## src/fqra_pkg.sv

```systemverilog
`timescale 1ns / 1ps
// Package for the FIFO queue with remove-at unit.
// Holds request and status codes, controller states and the command/status structs.
package fqra_pkg;

  typedef enum logic [1:0] {
    REQ_ENQ    = 2'd0,
    REQ_REMOVE = 2'd1,
    REQ_PEEK   = 2'd2,
    REQ_SPARE  = 2'd3
  } req_t;

  typedef enum logic [1:0] {
    ST_OK    = 2'd0,
    ST_FULL  = 2'd1,
    ST_EMPTY = 2'd2,
    ST_RANGE = 2'd3
  } status_t;

  typedef enum logic [2:0] {
    S_IDLE,
    S_DECIDE,
    S_SHIFT_RD,
    S_SHIFT_WR,
    S_HEAD,
    S_OUT
  } state_t;

  typedef struct packed {
    logic load;
    logic decide;
    logic enq_write;
    logic shift_rd;
    logic shift_wr;
    logic count_dec;
    logic head_rd;
    logic out_load;
  } dp_cmd_t;

  typedef struct packed {
    logic kind_enq;
    logic kind_rem;
    logic st_ok;
    logic rm_shift;
    logic shift_more;
    logic out_free;
  } dp_sts_t;

endpackage

```

## src/fqra_ctrl.sv

```systemverilog
`timescale 1ns / 1ps
// Controller state machine of the FIFO queue with remove-at unit.
// Depends on fqra_pkg for states and the command/status structs.
module fqra_ctrl (
  input  logic              clk,
  input  logic              rst,
  input  logic              in_valid,
  output logic              in_ready,
  input  fqra_pkg::dp_sts_t sts,
  output fqra_pkg::dp_cmd_t cmd
);
  import fqra_pkg::*;

  state_t state;
  state_t state_next;

  always_ff @(posedge clk) begin
    if (rst) begin
      state <= S_IDLE;
    end else begin
      state <= state_next;
    end
  end

  always_comb begin
    state_next = state;
    case (state)
      S_IDLE: begin
        if (in_valid) begin
          state_next = S_DECIDE;
        end
      end
      S_DECIDE: begin
        if (sts.kind_rem && sts.st_ok && sts.rm_shift) begin
          state_next = S_SHIFT_RD;
        end else begin
          state_next = S_HEAD;
        end
      end
      S_SHIFT_RD: state_next = S_SHIFT_WR;
      S_SHIFT_WR: begin
        if (sts.shift_more) begin
          state_next = S_SHIFT_RD;
        end else begin
          state_next = S_HEAD;
        end
      end
      S_HEAD: state_next = S_OUT;
      S_OUT: begin
        if (sts.out_free) begin
          state_next = S_IDLE;
        end
      end
      default: state_next = S_IDLE;
    endcase
  end

  always_comb begin
    cmd      = '0;
    in_ready = 1'b0;
    case (state)
      S_IDLE: begin
        in_ready = 1'b1;
        cmd.load = in_valid;
      end
      S_DECIDE: begin
        cmd.decide    = 1'b1;
        cmd.enq_write = sts.kind_enq && sts.st_ok;
        cmd.count_dec = sts.kind_rem && sts.st_ok && !sts.rm_shift;
      end
      S_SHIFT_RD: cmd.shift_rd = 1'b1;
      S_SHIFT_WR: begin
        cmd.shift_wr  = 1'b1;
        cmd.count_dec = !sts.shift_more;
      end
      S_HEAD: cmd.head_rd = 1'b1;
      S_OUT: cmd.out_load = sts.out_free;
      default: cmd = '0;
    endcase
  end

endmodule

```

## src/fqra_dp.sv

```systemverilog
`timescale 1ns / 1ps
// Datapath of the FIFO queue with remove-at unit: entry memory, count, pointers
// and the output register. Depends on fqra_pkg for codes and structs.
module fqra_dp #(
  parameter int DEPTH  = 16,
  parameter int ELEM_W = 32
) (
  input  logic              clk,
  input  logic              rst,
  input  fqra_pkg::dp_cmd_t cmd,
  output fqra_pkg::dp_sts_t sts,
  input  logic [1:0]        in_req,
  input  logic [31:0]       in_elem,
  input  logic [3:0]        in_pos,
  input  logic              out_ready,
  output logic              out_valid,
  output logic [39:0]       out_data
);
  import fqra_pkg::*;

  localparam int CW   = $clog2(DEPTH + 1);
  localparam int AW   = $clog2(DEPTH);
  localparam int CMPW = ((CW > 4) ? CW : 4) + 1;

  logic [ELEM_W-1:0] mem [DEPTH];
  logic [ELEM_W-1:0] rd_data;
  logic [CW-1:0]     count;
  logic [AW-1:0]     idx;
  req_t              req;
  logic [ELEM_W-1:0] val;
  logic [3:0]        pos;
  status_t           st;
  status_t           st_next;

  logic [CMPW-1:0]   pos_c;
  logic [CMPW-1:0]   cnt_c;
  logic [CW:0]       idx_c;
  logic              wr_en;
  logic [AW-1:0]     wr_addr;
  logic [ELEM_W-1:0] wr_data;
  logic              rd_en;
  logic [AW-1:0]     rd_addr;
  logic [31:0]       head_out;

  always_ff @(posedge clk) begin
    if (cmd.load) begin
      req <= req_t'(in_req);
      val <= ELEM_W'($signed(in_elem));
      pos <= in_pos;
    end
  end

  assign pos_c = CMPW'(pos);
  assign cnt_c = CMPW'(count);
  assign idx_c = (CW + 1)'(idx);

  always_comb begin
    st_next = ST_OK;
    case (req)
      REQ_ENQ: begin
        if (count == CW'(DEPTH)) begin
          st_next = ST_FULL;
        end
      end
      REQ_REMOVE: begin
        if (count == '0) begin
          st_next = ST_EMPTY;
        end else if (pos_c >= cnt_c) begin
          st_next = ST_RANGE;
        end
      end
      default: st_next = ST_OK;
    endcase
  end

  assign sts.kind_enq   = (req == REQ_ENQ);
  assign sts.kind_rem   = (req == REQ_REMOVE);
  assign sts.st_ok      = (st_next == ST_OK);
  assign sts.rm_shift   = (pos_c + CMPW'(1)) < cnt_c;
  assign sts.shift_more = (idx_c + (CW + 1)'(2)) < (CW + 1)'(count);
  assign sts.out_free   = !out_valid || out_ready;

  always_ff @(posedge clk) begin
    if (cmd.decide) begin
      st  <= st_next;
      idx <= AW'(pos);
    end else if (cmd.shift_wr) begin
      idx <= idx + AW'(1);
    end
  end

  always_ff @(posedge clk) begin
    if (rst) begin
      count <= '0;
    end else if (cmd.enq_write) begin
      count <= count + CW'(1);
    end else if (cmd.count_dec) begin
      count <= count - CW'(1);
    end
  end

  assign wr_en   = cmd.enq_write || cmd.shift_wr;
  assign wr_addr = cmd.enq_write ? AW'(count) : idx;
  assign wr_data = cmd.enq_write ? val : rd_data;
  assign rd_en   = cmd.shift_rd || cmd.head_rd;
  assign rd_addr = cmd.shift_rd ? (idx + AW'(1)) : '0;

  always_ff @(posedge clk) begin
    if (wr_en) begin
      mem[wr_addr] <= wr_data;
    end
    if (rd_en) begin
      rd_data <= mem[rd_addr];
    end
  end

  assign head_out = (count == '0) ? 32'd0 : 32'($signed(rd_data));

  always_ff @(posedge clk) begin
    if (rst) begin
      out_valid <= 1'b0;
    end else if (cmd.out_load) begin
      out_valid <= 1'b1;
    end else if (out_ready) begin
      out_valid <= 1'b0;
    end
  end

  always_ff @(posedge clk) begin
    if (cmd.out_load) begin
      out_data <= {st, 5'(count), (count == '0), head_out};
    end
  end

  a_count_bound: assert property (@(posedge clk) disable iff (rst)
    (CW + 1)'(count) <= (CW + 1)'(DEPTH))
    else $error("Element count exceeds the queue depth.");

  a_enq_room: assert property (@(posedge clk) disable iff (rst)
    cmd.enq_write |-> ((CW + 1)'(count) < (CW + 1)'(DEPTH)))
    else $error("Enqueue write issued on a full queue.");

  a_shift_inside: assert property (@(posedge clk) disable iff (rst)
    cmd.shift_wr |-> ((idx_c + (CW + 1)'(1)) < (CW + 1)'(count)))
    else $error("Shift step reaches past the held entries.");

  a_no_overwrite: assert property (@(posedge clk) disable iff (rst)
    cmd.out_load |-> (!out_valid || out_ready))
    else $error("Result word overwritten before it was taken.");

  a_one_step: assert property (@(posedge clk) disable iff (rst)
    !(cmd.enq_write && cmd.count_dec) && !(cmd.shift_rd && cmd.shift_wr))
    else $error("Conflicting datapath commands in one cycle.");

endmodule

```

## src/fifo_queue_with_remove_at_unit.sv

```systemverilog
`timescale 1ns / 1ps
// FIFO queue with remove-at unit: top level joining controller and datapath.
// Enqueue, peek and refused requests pass the decide, head-read and output states;
// the result word loads once the output register is free, and the next request is
// taken only then. A removal adds a shift read and write for each entry behind the
// removed one: one memory read and one write per entry through the entry memory.
// One request is in work at a time; rst clears count, controller and output valid.
module fifo_queue_with_remove_at_unit #(
  parameter int DEPTH  = 16,
  parameter int ELEM_W = 32
) (
  input  logic        clk,
  input  logic        rst,
  input  logic        s_tvalid,
  output logic        s_tready,
  input  logic [39:0] s_tdata,  // elem_value[31:0], position[35:32], zero[39:36]
  input  logic [1:0]  s_tuser,  // req_type[1:0]
  output logic        m_tvalid,
  input  logic        m_tready,
  output logic [39:0] m_tdata   // head_value[31:0], is_empty[32], count[37:33],
                                // status[39:38]
);
  import fqra_pkg::*;

  dp_cmd_t cmd;
  dp_sts_t sts;

  fqra_ctrl u_ctrl (
    .clk      (clk),
    .rst      (rst),
    .in_valid (s_tvalid),
    .in_ready (s_tready),
    .sts      (sts),
    .cmd      (cmd)
  );

  fqra_dp #(
    .DEPTH  (DEPTH),
    .ELEM_W (ELEM_W)
  ) u_dp (
    .clk       (clk),
    .rst       (rst),
    .cmd       (cmd),
    .sts       (sts),
    .in_req    (s_tuser),
    .in_elem   (s_tdata[31:0]),
    .in_pos    (s_tdata[35:32]),
    .out_ready (m_tready),
    .out_valid (m_tvalid),
    .out_data  (m_tdata)
  );

endmodule
```

## config.mk

```make
export PLATFORM = sky130hd
export DESIGN_NAME = fifo_queue_with_remove_at_unit
export DESIGN_NICKNAME = d
export VERILOG_FILES = /design/src/fqra_pkg.sv /design/src/fqra_ctrl.sv /design/src/fqra_dp.sv /design/src/fifo_queue_with_remove_at_unit.sv
export SDC_FILE = /design/constraint.sdc
export NUM_CORES = 1
export LEC_CHECK = 0
export BUFFER_PORTS_ARGS = -buffer_cell sky130_fd_sc_hd__buf_2
export CORE_MARGIN = 3
export CORE_UTILIZATION = 25
export CTS_BUF_LIST = sky130_fd_sc_hd__clkbuf_8
export DETAILED_ROUTE_END_ITERATION = 10
export GPL_TIMING_DRIVEN = 0
export PLACE_DENSITY = 0.41
export SLEW_MARGIN = 30
export SYNTH_ARGS = -nofsm -noshare
export SYNTH_HDL_FRONTEND = slang
export SYNTH_SLANG_ARGS = --single-unit
```

## constraint.sdc

```tcl
create_clock -name clk -period 8 [get_ports clk]
set_input_delay 1.2 -clock clk [delete_from_list [all_inputs] [get_ports clk]]
set_output_delay 1.2 -clock clk [all_outputs]
set_load 0.02 [all_outputs]
```

Yosys cells after proc, flatten, opt, wreduce, memory -nomap -nowiden
Memories as Yosys holds them, arrays and structs flattened. A register that Yosys moved wholly into a read port is not among the register bits.
Cells that the tools add are included.
- multipliers: 0
- bitwise gates (word level): 0
- equal/unequal tests: 9
- order comparisons: 3
- reductions and logical operators: 18
- shift-type cells: 0
- $add $sub $neg: 5
- mux-type cells: 28
- div/mod/pow operators: 0
- operators with widths (kind ; count):
    $mux 32 ; 1
    $pmux 3 s6 ; 1
    $mux 4 ; 4
    $lt 6x5->1 ; 2
    $mux 3 ; 4
    $mux 1 ; 11
    $mux 5 ; 2
    $eq 3x2->1 const B ; 2
    $eq 3x3->1 const B ; 2
    $mux 2 ; 3
    $reduce_bool 2->1 ; 3
    $add 4x1->5 const B ; 1
    $add 4x2->5 const B ; 1
    $add 5x1->5 const B ; 1
    $eq 5x5->1 const B ; 1
    $ge 4x5->1 ; 1
    $logic_not 5->1 ; 1
    $sub 5x1->5 const B ; 1
    $add 4x1->4 const B ; 1
    $logic_and 1x1->1 ; 4
    $logic_not 2->1 ; 2
    $pmux 2 s2 ; 1
    $eq 3x1->1 const B ; 1
    $logic_not 1->1 ; 3
    7 further kinds ; 9
- logic and storage cells: 74
- register bits after elaboration: 93
- latch bits: 0
- memories kept: 1
- bits in read-only memories: 0
- RAM bits: 512
- output and inout bits: 42
- memories (memory ; words ; width ; rd ports ; clocked after Yosys merged registers in ; wr ports ; line ; RTL):
    u_dp.mem ; 16 ; 32 ; 1 ; 1 ; 1 ; fqra_dp.sv:25 ; logic [ELEM_W-1:0] mem [DEPTH];

Longest topological paths before layout
Gate-level depths: netlist of run 1.
- word-level depth: 10
- gate-level depth with buffers: 12
- depth with buffers taken out: 9

Modules after synthesis
A second synthesis of run 1 with hierarchy kept.
- cells, all modules: 1491
- area, all modules: 25333.0 um2
- modules (own cells, without submodules) (module ; instances ; cells an instance ; area an instance (um2) ; sequential area each (um2)):
    fqra_dp ; 1 ; 1461 ; 25096.6 ; 18978.2
    fqra_ctrl ; 1 ; 30 ; 236.5 ; 60.1

Worst setup path before layout of run 1
OpenSTA, ideal clock, no wires.
- kind: flip-flop to flip-flop
- start point: reg u_ctrl.state[1]
- end point: mem u_dp.mem[10][0] (enable)
- clock period less this slack: 3.677 ns
- setup slack: 4.323 ns
- path buffers: 3
- data required time: 7.579 ns
- data arrival time: 3.256 ns
- cell stages (with the launch flop): 8
- path through: dfxtp_1 > buf_6 > or3b_1 > buf_2 > a2111oi_4 > buf_4 > a31oi_1 > nor2_1
- longest elaborated chain between the ends: 5
- elaborated cells between the ends (all ways): 8
- ends and longest elaborated chain (element ; line ; RTL):
    from (decl) ; fqra_ctrl.sv:14 ; state_t state;
    from (signal assigned) ; fqra_ctrl.sv:21 ; state <= state_next;
    $eq 3x1->1 / $eq 3x2->1 (equally long branches) ; fqra_ctrl.sv:61 ; case (state)
    $mux 2 / $mux 1 (equally long branches) ; fqra_ctrl.sv:61 ;
    $logic_or 1x1->1 ; fqra_dp.sv:102 ; assign wr_en = cmd.enq_write || cmd.shift_wr;
    $mux 1 ; fqra_dp.sv:109 ; if (wr_en) begin
    $mux 1 (not written as such) ; fqra_dp.sv:110 ; mem[wr_addr] <= wr_data;
    to (decl) ; fqra_dp.sv:25 ;
Several ways; a longest one is shown, not always the timed one.

Worst setup path in the final report of run 1
- start point: reg u_dp.idx[1]
- end point: reg u_dp.rd_data[11] (read register of u_dp.mem), data pin
- longest elaborated chain between the ends: 2
- ends and longest elaborated chain (element ; line ; RTL):
    from (decl) ; fqra_dp.sv:28 ; logic [AW-1:0] idx;
    from (signal assigned) ; fqra_dp.sv:86 ; idx <= AW'(pos);
    from (signal assigned) ; fqra_dp.sv:88 ; idx <= idx + AW'(1);
    $add 4x1->4 ; fqra_dp.sv:106 ; assign rd_addr = cmd.shift_rd ? (idx + AW'(1)) : '0;
    $mux 4 ; fqra_dp.sv:106 ;
    to (decl) ; fqra_dp.sv:26 ; logic [ELEM_W-1:0] rd_data;
Every way passes these cells.
A chain may end at the register's enable or synchronous reset.

==> results.md, run 1 <==
- Num CTS Buffers: 112
- Outcome: complete, no violations
- Final setup TNS: 0 ns
- Worst-Skew Late Latency: 0.70 ns
- Post-CTS Setup Inserts: 0
- Die ar.: 104000 um2
- First-pass GRT wire length: 107000 um
- Avg Cell Area, Syn: 17.1 um2
- Area grow syn2layout: 20.3%
- Row count: 115
- CP Max Fanout: 10
- Post-synth EDFFs: 628
- CTS clock-pin slew for the worst setup and hold paths: 0.06 ns
- Slowest stage delay, CP: 0.70 ns
- CTS Root Buffer Type: clkbuf_8
- Initial antenna violation count: 1
- Crit Path Class: reg -> reg
- Ys Warns: 0
- Grt total ovfl: 0
- # IOs: 88
- Slew HR: 32.9%
- F_max: 0.253 GHz
- CP endpoint kind: register
- Ys async rst share: 0%
- Final Util: 30.5%
- IO Port Bufs: 82
- Routed WL: 73400 um
- Worst slew pin tran: 1.01 ns
- Drt drc: 0
- Overall power: 6.89 mW
- Die Ht: 323 um
- Antenna Nets Post-Route: 0
- CTS resizes: 0
- Mapped Cells: 1468
- Synth cell types: 57
- Drt first pass iters: 5
- Final setup fails: 0
- Clk sink count: 637
- Endpoints failing hold: 0
- RSZ-0062 raised after global routing: false
- Period utilization: 49.5%
- Fin crit period: 3.96 ns
- Worst Path Buf+Inv: 3
- Max Slew Vio Count: 0
- Final critical-path setup slack: 4.04 ns
- Crit start category: register
- Layout cell share with drive strength beyond 1: 18.5%
- Worst hold path class: reg -> reg
- Post-synth top flop: edfxtp_1
- Tot GR Track Use: 14.1%
- Largest net degree at the start of global routing: 26
- Drt wl/cell: 23.9 um
- Gpl congestion: 0.753
- Post-Synthesis Net Count: 1534
- Flops & latches, synth: 637
- Worst vdd ir: 108 uV
- CTS H-tree lvls: 3
- Top delay family on crit path: buffers and inverters
- Final HPWL DP: 49400 um
- Clk_skew: 0.0228 ns
- Via/cell ratio: 4.76
- Crit path DAT: 4.40 ns
- CTS tree: yes
- Worst EP required: 8.44 ns
- Vias in the first global route: 15520
- CTS Buffer Depth: 3
- Pre-CTS setup slack: 4.01 ns
- P_leak: 9.90 nW
- Max Cap Violations: 0
- Starting density of the core: 25.3%
- Seq/Total Area, Yosys: 76.0%
- Core Footprint: 98900 um2
- Cells along the critical path: ha_1 -> buf_2 -> nor4bb_1 -> clkbuf_1 -> clkbuf_1 -> a22o_1 -> a221oi_1 -> a221oi_1
- Slowest cell on the critical path: clkbuf_1
- Die Wd: 323 um
- Power per cell area: 228 nW/um2
- Syn Std Cell Area: 25100 um2
- Hold Buf Count CTS: 0
- Fin nets: 1767
- Vias: 14613
- DR iter-0 viols: 1109
-- through the flow --
| step | hold WS (ns) | cell area, um2 | cells |
|---|---|---|---|
| 2_1_floorplan | 0.400 | 25100 | 1468 |
| 3_3_place_gp | 0.416 | 27100 | 2837 |
| 3_5_place_dp | 0.418 | 28200 | 2874 |
| 4_1_cts | 0.431 | 30100 | 3067 |
| 5_1_grt | 0.450 | 30100 | 3068 |
| 6_report | 0.428 | 30100 | 3068 |
-- per-layer routing --
metal	up-vias	GRT usage [%]	routed length, um
met2	437	23.5	35300
met1	7501	18.2	31900
met3	144	2.71	3980
li1	6531	-	-
met5	-	0	0
met4	0	5.23	2260
-- cell families after synthesis --
kind of cell	count (synthesis)	synth area share, %
flops	637	76.0
buf+inv	119	1.98
simple gates	249	4.76
mux	68	3.33
xor+xnor	8	0.280
compound gates	367	12.6
fa+ha+maj	20	1.03
-- path summary, 6_finish.rpt --
kind	end	cells after the start	slack, ns	from
max	u_dp.rd_data[11]$_DFFE_PP_	8	4.04	u_dp.idx[1]$_DFFE_PP_
max reg2reg	u_dp.rd_data[11]$_DFFE_PP_	8	4.04	u_dp.idx[1]$_DFFE_PP_
min	u_dp.out_data[39]$_DFFE_PP_	0	0.43	u_dp.st[1]$_DFFE_PP_
min reg2reg	u_dp.out_data[39]$_DFFE_PP_	0	0.43	u_dp.st[1]$_DFFE_PP_
-- state kept, by name, summed over array words and instances, names as in the netlist --
register / flops
u_dp.st: 2
u_dp.out_data: 40
u_dp.mem: 512
u_ctrl.state: 3
u_dp.req: 2
u_dp.val: 32
u_dp.out_valid: 1
u_dp.count: 5
u_dp.rd_data: 32
u_dp.pos: 4
u_dp.idx: 4
-- cell usage in the layout (no fill, tap or decap), types with 3 or more instances in the layout --
cell type / count
edfxtp_1: 628
a221oi_1: 161
a22o_1: 161
clkbuf_8: 114
nand2_1: 103
buf_2: 95
clkbuf_1: 84
inv_1: 45
nor3_1: 39
nor2b_1: 35
buf_16: 34
mux2i_1: 33
clkinv_1: 33
mux2_4: 29
nor2_1: 20
ha_1: 19
nor2_4: 18
a21oi_1: 11
dfxtp_1: 9
nand2b_1: 7
a31oi_1: 6
o21ai_0: 6
mux2_2: 6
clkinv_2: 6
a21o_1: 4
nand3_1: 4
xor2_1: 4
xnor2_1: 4
buf_6: 4
buf_1: 3
and3_1: 3
clkinvlp_4: 3
-- report_power, final --
group	switching [mW]	internal, mW
Combinational	0.322	0.160
Clock	1.30	1.34
Sequential	0.0224	3.74
-- synth_stat cells, drive strengths merged (19+ instances only) --
library cell  number  area, um2
mux2i             33        330
clkbuf            86        323
edfxtp           628      18900
nor2b             35        219
nor3              41        215
a22o             161       1410
buf               21        129
nor2              38        143
mux2              35        503
a221oi           161       1410
ha                19        238
nand2            103        387
-- layout make-up --
type,count,area [um2]
Antenna cell,1,2.50
Inverter,12,45.0
Buffer,107,454
Multi-Input combinational cell,712,5670
Timing Repair Buffer,119,1400
Sequential cell,637,19000
Tap cell,1287,1610
Clock buffer,114,1570
Clock inverter,79,362
Fill cell,9738,68700
(Power assumes the default switching activity.)
==> run 2: changes to the inputs <==
- ABC_AREA: unset -> 1
- PLACE_DENSITY: 0.41 -> 0.42
- clock period: 8 -> 3.2 ns (I/O delays scaled with it)
==> run 2 against run 1 <==
Non-clock buffer count rose by 50; clock-buffer cell count rose by 3; die area rose by 4.2%; clock skew rose by 0.012 ns; clock power rose to 2.7 times the previous value; core utilization rose by 0.53 points; maximum frequency rose by 34%; worst hold slack got worse by 0.31 ns; critical path depth rose by 2; flip-flop and latch count did not move; critical path type unchanged; largest power group unchanged.
==> results.md, run 2 <==
- Top cells by area, synth: edfxtp_1 72%, nor2_1 4.2%, nand3_1 3.9%
- Biggest regs: u_dp.mem (512), u_dp.out_data (40)
- Core Footprint: 103000 um2
- Area grow syn2layout: 22.0%
- Final setup fails: 0
- Syn Std Cell Area: 26100 um2
- Reg-to-Reg Start: u_dp.count[0]$_SDFFE_PP0P_
- Die Wd: 329 um
- Vias: 16845
- Drt wl/cell: 21.4 um
- P_int: 13.3 mW
- P_leak: 11.8 nW
- Crit path DAT: 3.36 ns
- Xor/xnor share of the synthesized area: 0.201%
- Tot GR Track Use: 14.9%
- Power per cell area: 548 nW/um2
- Max reg flops: 512
- Post-synthesis adder-cell area fraction: 0.986%
- Layout cell share with drive strength beyond 1: 18.1%
- Switching Power: 4.18 mW
- Final cell count without fillers: 3769
- Worst-Skew Late Latency: 0.72 ns
- Crit start category: register
- Clk_skew: 0.0345 ns
- Gpl congestion: 0.806
- Seq/Total Area, Yosys: 72.8%
- Drt drc: 0
- Worst slew pin tran: 0.956 ns
- Fillcell total: 10412
- Avg Cell Area, Syn: 12.9 um2
- Period utilization: 92.6%
- Worst reg2reg path depth: 10
- CTS clock-pin slew for the worst setup and hold paths: 0.05 ns
- Most frequent cells in the layout: 628 x edfxtp_1, 277 x nor2_1, 223 x nand2_1, 211 x inv_1, 205 x nand3_1
- Endpoints failing hold: 0
- Yosys top cell by area: edfxtp_1
- Slew HR: 36.3%
- Outcome: complete, no violations
- Die Ht: 329 um
- Top post-synthesis cells by count: 628 x edfxtp_1, 295 x nor2_1, 224 x nand2_1, 205 x nand3_1, 165 x inv_1
- Critical path's most frequent cell: nand2_1
- Post-synth EDFFs: 628
- Share of the synthesized area in the top cell type: 72.2%
- CTS Buffer Depth: 3
- CP Depth: 10
- Initial antenna violation count: 2
- CTS Root Buffer Type: clkbuf_8
- Largest family of logic cells by synthesized area: simple AND/OR/NAND/NOR gates
- Cells along the critical path: inv_1 -> nand2_1 -> nor2_1 -> nand2_1 -> nand2_2 -> buf_2 -> o21ai_2 -> nand3b_1 -> nor2_4 -> buf_16
- CTS tree: yes
- Worst Path Buf+Inv: 3
- Crit Path Class: reg -> reg
- Grt total ovfl: 0
- Drt first pass iters: 5
- Antenna Nets Post-Route: 0
- Clk sink count: 637
- Seq pwr share: 54.1%
- CP endpoint kind: register
- Mapped Cells: 2026
- Hold slack: 0.120 ns
- Slowest stage delay, CP: 0.62 ns
- Ys async rst share: 0%
- Fin crit period: 2.96 ns
- DR iter-0 viols: 1382
- Synth cell types: 37
- Top delay family on crit path: simple AND/OR/NAND/NOR gates
- Max Cap Violations: 0
- Worst Setup EP: u_dp.mem[1][17]$_DFFE_PP_
- Critical Path Start: u_dp.count[0]$_SDFFE_PP0P_
- Via/cell ratio: 4.47
- Worst EP required: 3.60 ns
- Most common cell after layout, fill and taps aside: edfxtp_1
- Final HPWL DP: 54400 um
- Fin nets: 2374
- F_max: 0.338 GHz
- Die ar.: 108000 um2
- Top register by number of flip-flops: u_dp.mem
- Post-synth top flop: edfxtp_1
- Row count: 117
- Starting density of the core: 25.4%
- Top-count cell post-synth: edfxtp_1
- Max Slew Vio Count: 0
- Mux share of post-synthesis cell area: 1.38%
- Comb pwr share: 5.7%
- Reg2reg setup slack: 0.24 ns
- Switching Share: 23.9%
- Vias in the first global route: 17270
- Largest net degree at the start of global routing: 19
- Ys Warns: 0
- First-pass GRT wire length: 118000 um
- Worst hold path class: in -> reg
- Post-Synthesis Net Count: 2092
- CP Max Fanout: 13
- Worst vdd ir: 223 uV
- RSZ-0062 raised after global routing: false
- Number of instances in the placed design: 3517
- IO Port Bufs: 83
- Clk network pwr share: 40.3%
- CTS H-tree lvls: 3
- Num CTS Buffers: 115
- Slowest cell on the critical path: dfxtp_1
- Post-Synth Simple-Gate Area: 12.6%
- Capturing point of the worst reg2reg path: u_dp.mem[1][17]$_DFFE_PP_
- # IOs: 88
- Synth Area in Compound Gates: 6.92%
- Routed WL: 80800 um
- Flops & latches, synth: 637
==> run 2: cell types whose count changed in the layout (fill, tap and decap cells not counted), sizes merged, moves of 133 or more <==
cell,change
a22o,-161
inv,+170
nand3,+201
a221oi,-161
nor2,+260
o21ai,+133
==> run 2: worst min-delay path by stage <==
stage,startpoint,endpoint,slack (ns),cells past startpoint
after floorplan,u_dp.st[0]$_DFFE_PP_,u_dp.out_data[38]$_DFFE_PP_,0.40,0
after global placement,u_dp.st[1]$_DFFE_PP_,u_dp.out_data[39]$_DFFE_PP_,0.41,0
after detailed placement,u_dp.st[1]$_DFFE_PP_,u_dp.out_data[39]$_DFFE_PP_,0.42,0
after CTS,m_tready,u_dp.out_valid$_SDFFE_PP0P_,0.04,4
after global routing,m_tready,u_dp.out_valid$_SDFFE_PP0P_,0.11,4
final,m_tready,u_dp.out_valid$_SDFFE_PP0P_,0.12,4
==> run 2: cell families (layout without fill, tap and decap cells) <==
family / count (synthesis) / after routing
multiplexers: 32 / 32
flip-flops: 637 / 637
AND/OR/NAND/NOR: 773 / 773
AO/OA/AOI/OAI: 277 / 277
XOR/XNOR: 6 / 6
adder cells (fa/ha/maj): 20 / 20
buffers and inverters: 281 / 654
other: 0 / 2
==> run 2: power by group through the flow <==
stage               registers (mW)  clock network [mW]  logic [mW]
global route                  9.46                7.70        1.12
floorplan                     9.63                   0       0.511
finish                        9.45                7.04       0.991
CTS                           9.45                7.30        1.03
global placement              9.64                   0       0.893
detailed placement            9.62                   0       0.984
==> run 2: final cells by class <==
| type | count | area, um2 | share of cell area, % |
|---|---|---|---|
| plain buffers | 111 | 687 | 2.15 |
| repair buffers | 165 | 1810 | 5.68 |
| flip-flops and latches | 637 | 19000 | 59.7 |
| clock buffers | 117 | 1610 | 5.05 |
| diodes | 2 | 5.00 | 0.0157 |
| inverters | 170 | 638 | 2.00 |
| clock inverters | 91 | 459 | 1.44 |
| well taps | 1368 | 1710 | 5.37 |
| multi-input cells | 1108 | 5930 | 18.6 |
==> run 2: worst register-to-register path: cells and delay by family (launching register included) <==
kind	cells	cell delay (ns)
flops	1	0.62
buf+inv	3	0.61
simple gates	6	1.25
compound gates	1	0.16
==> run 2: timing repair <==
item,CTS,global route
buffers inserted,1,2
hold endpoints to repair,43,0
setup endpoints to repair,19,22
gates cloned,0,0
gates resized for setup,1,0
pin swaps,1,1
hold buffers,39,0
==> run 2: metrics by stage <==
stage	TNS (ns)	instance area (um2)	utilization [%]	worst slack [ns]	power (mW)
2_1_floorplan	0	26100	-	0.0164	10.1
3_3_place_gp	-1154.28	28300	27.5	-2.17	10.5
3_5_place_dp	-0.571	29400	28.6	-0.0572	10.6
4_1_cts	0	31800	31.0	0.114	17.8
5_1_grt	0	31900	31.0	0.00268	18.3
6_report	0	31900	31.0	0.238	17.5
==> run 2: per-layer routing <==
layer / share of wire [%] / track usage (%) / vias up
met5: 0 / 0 / -
met4: 2.5 / 4.62 / 0
met3: 5.4 / 2.58 / 127
met2: 48 / 24.9 / 482
met1: 44 / 19.8 / 8433
li1: - / - / 7803
==> run 3: changes to the inputs <==
- BUFFER_PORTS_ARGS: -buffer_cell sky130_fd_sc_hd__buf_2 -> unset
- DONT_BUFFER_PORTS: unset -> 1
- GPL_TIMING_DRIVEN: 0 -> unset
==> run 3 against run 2 <==
Register-to-register slack improved by 0.10 ns; combinational power shrank 9.0%; clock skew shrank 0.0012 ns; flip-flop and latch count did not move; routed wire length shrank 12%; first-iteration DRC count fell by 28%; critical path depth unchanged; setup slack better by 0.10 ns; global-route usage fell by 1.9 points; maximum frequency up 3.5%; largest cell class unchanged; highest routed layer unchanged.
==> results.md, run 3 (synthesis results as in run 2) <==
- RSZ-0062 raised after global routing: false
- Drt first pass iters: 5
- Final setup TNS: 0 ns
- Die Wd: 329 um
- Max Cap Violations: 0
- Crit path DAT: 3.28 ns
- Core Footprint: 103000 um2
- Most common cell after layout, fill and taps aside: edfxtp_1
- Worst EP required: 3.62 ns
- Number of instances in the placed design: 3349
- Power per cell area: 568 nW/um2
- Pre-CTS setup slack: 0.347 ns
- Vias: 15638
- First-pass GRT wire length: 104000 um
- Final HPWL DP: 37500 um
- CTS tree: yes
- Worst slew pin tran: 0.848 ns
- Max Slew Vio Count: 0
- Top delay family on crit path: simple AND/OR/NAND/NOR gates
- Overall power: 17.5 mW
- Most frequent cells in the layout: 628 x edfxtp_1, 276 x nor2_1, 221 x nand2_1, 205 x nand3_1, 199 x inv_1
- DR iter-0 viols: 995
- Tot GR Track Use: 13.0%
- Fin nets: 2201
- # IOs: 88
- CTS Root Buffer Type: clkbuf_8
- Area grow syn2layout: 17.7%
- Biggest regs: u_dp.mem (512), u_dp.out_data (40)
- Largest net degree at the start of global routing: 71
- Slowest cell on the critical path: nor2_4
- Vias in the first global route: 15524
- Die Ht: 329 um
- Die ar.: 108000 um2
- CTS clock-pin slew for the worst setup and hold paths: 0.06 ns
- CP Max Fanout: 15
- Starting density of the core: 25.4%
- IO Port Bufs: 0
- Max reg flops: 512
- P_leak: 11.1 nW
- Layout cell share with drive strength beyond 1: 13.8%
- Drt drc: 0
- Cells along the critical path: inv_2 -> nor2_4 -> nand2_2 -> nor2_2 -> nand2_4 -> nand2_2 -> o21ai_2 -> nand3b_1 -> nor2_4 -> buf_12
- Gpl congestion: 0.728
- Final setup fails: 0
- Top register by number of flip-flops: u_dp.mem
- Routed WL: 71400 um
- Outcome: complete, no violations
- Worst hold path class: in -> reg
- Drt wl/cell: 19.9 um
- CTS Buffer Depth: 3
- Clk_skew: 0.0334 ns
- Initial antenna violation count: 2
- Row count: 117
- Crit Path Class: reg -> reg
- Grt total ovfl: 0
- Slew HR: 43.3%
- Worst-Skew Late Latency: 0.74 ns
- Worst vdd ir: 349 uV
- Endpoints failing hold: 0
- Post-CTS Setup Inserts: 0
- Antenna Nets Post-Route: 0
- Clk sink count: 637
- Period utilization: 89.4%
- F_max: 0.349 GHz
- Fin crit period: 2.86 ns
- Crit start category: register
- CP endpoint kind: register
- Slowest stage delay, CP: 0.48 ns
- Final critical-path setup slack: 0.338 ns
- Num CTS Buffers: 111
- Final cell count without fillers: 3595
- CTS H-tree lvls: 3
- Worst Path Buf+Inv: 2
- Via/cell ratio: 4.35
==> run 3: changes by cell type in the layout (fill, tap and decap cells not counted), moves of 3 or more <==
cell | previous run | this run
buf_1 | 4 | 0
buf_12 | 8 | 32
buf_16 | 28 | 0
buf_2 | 125 | 0
buf_4 | 5 | 33
buf_6 | 28 | 1
buf_8 | 3 | 0
clkbuf_1 | 34 | 0
clkbuf_8 | 117 | 112
clkinv_1 | 26 | 29
clkinv_2 | 11 | 14
inv_1 | 211 | 199
inv_8 | 0 | 3
==> run 3: repair_timing <==
item | 4_1_cts | 5_1_grt
resized for setup | 0 | 0
hold buffers | 41 | 0
endpoints found under the hold margin | 47 | 0
==> run 3: final timing paths <==
kind	startpoint	end	slack, ns	cells past startpoint
hold reg to reg	u_dp.st[1]$_DFFE_PP_	u_dp.out_data[39]$_DFFE_PP_	0.44	0
setup / recovery	u_ctrl.state[0]$_SDFFE_PP0P_	u_dp.mem[2][26]$_DFFE_PP_	0.34	10
hold / removal	s_tdata[4]	u_dp.val[4]$_DFFE_PP_	0.38	1
setup reg to reg	u_ctrl.state[0]$_SDFFE_PP0P_	u_dp.mem[2][26]$_DFFE_PP_	0.34	10
==> run 3: layer usage <==
metal	wire (um)	part of all wire [%]	GRT usage [%]	vias up
li1	-	-	-	7450
met1	32200	45	17.1	7756
met2	34500	48	21.9	333
met3	3280	4.6	2.59	99
met4	1390	1.9	3.86	0
met5	0	0	0	-
==> run 3: final cells by class <==
class	instances	area [um2]
fillers	10402	72000
flip-flops and latches	637	19000
multi-input cells	1108	5960
well taps	1368	1710
clock buffers	112	1540
repair buffers	107	1310
inverters	170	641
clock inverters	91	553
diodes	2	5.00
==> run 3: metrics by stage <==
| stage | area [um2] | util [%] | hold WS [ns] |
|---|---|---|---|
| detailed placement | 28300 | 27.5 | 0.434 |
| floorplan | 26100 | - | 0.400 |
| finish | 30800 | 29.9 | 0.381 |
| global route | 30800 | 29.9 | 0.319 |
| global placement | 28200 | 27.5 | 0.409 |
| CTS | 30800 | 29.9 | 0.296 |
==> run 3: power by group <==
part           internal (mW)  switching, mW  leakage (nW)  total, mW
registers               9.40         0.0867          5.76       9.48
clock network           3.68           3.40          1.19       7.09
logic                  0.241          0.661          4.19      0.902
total                   13.3           4.15          11.1       17.5
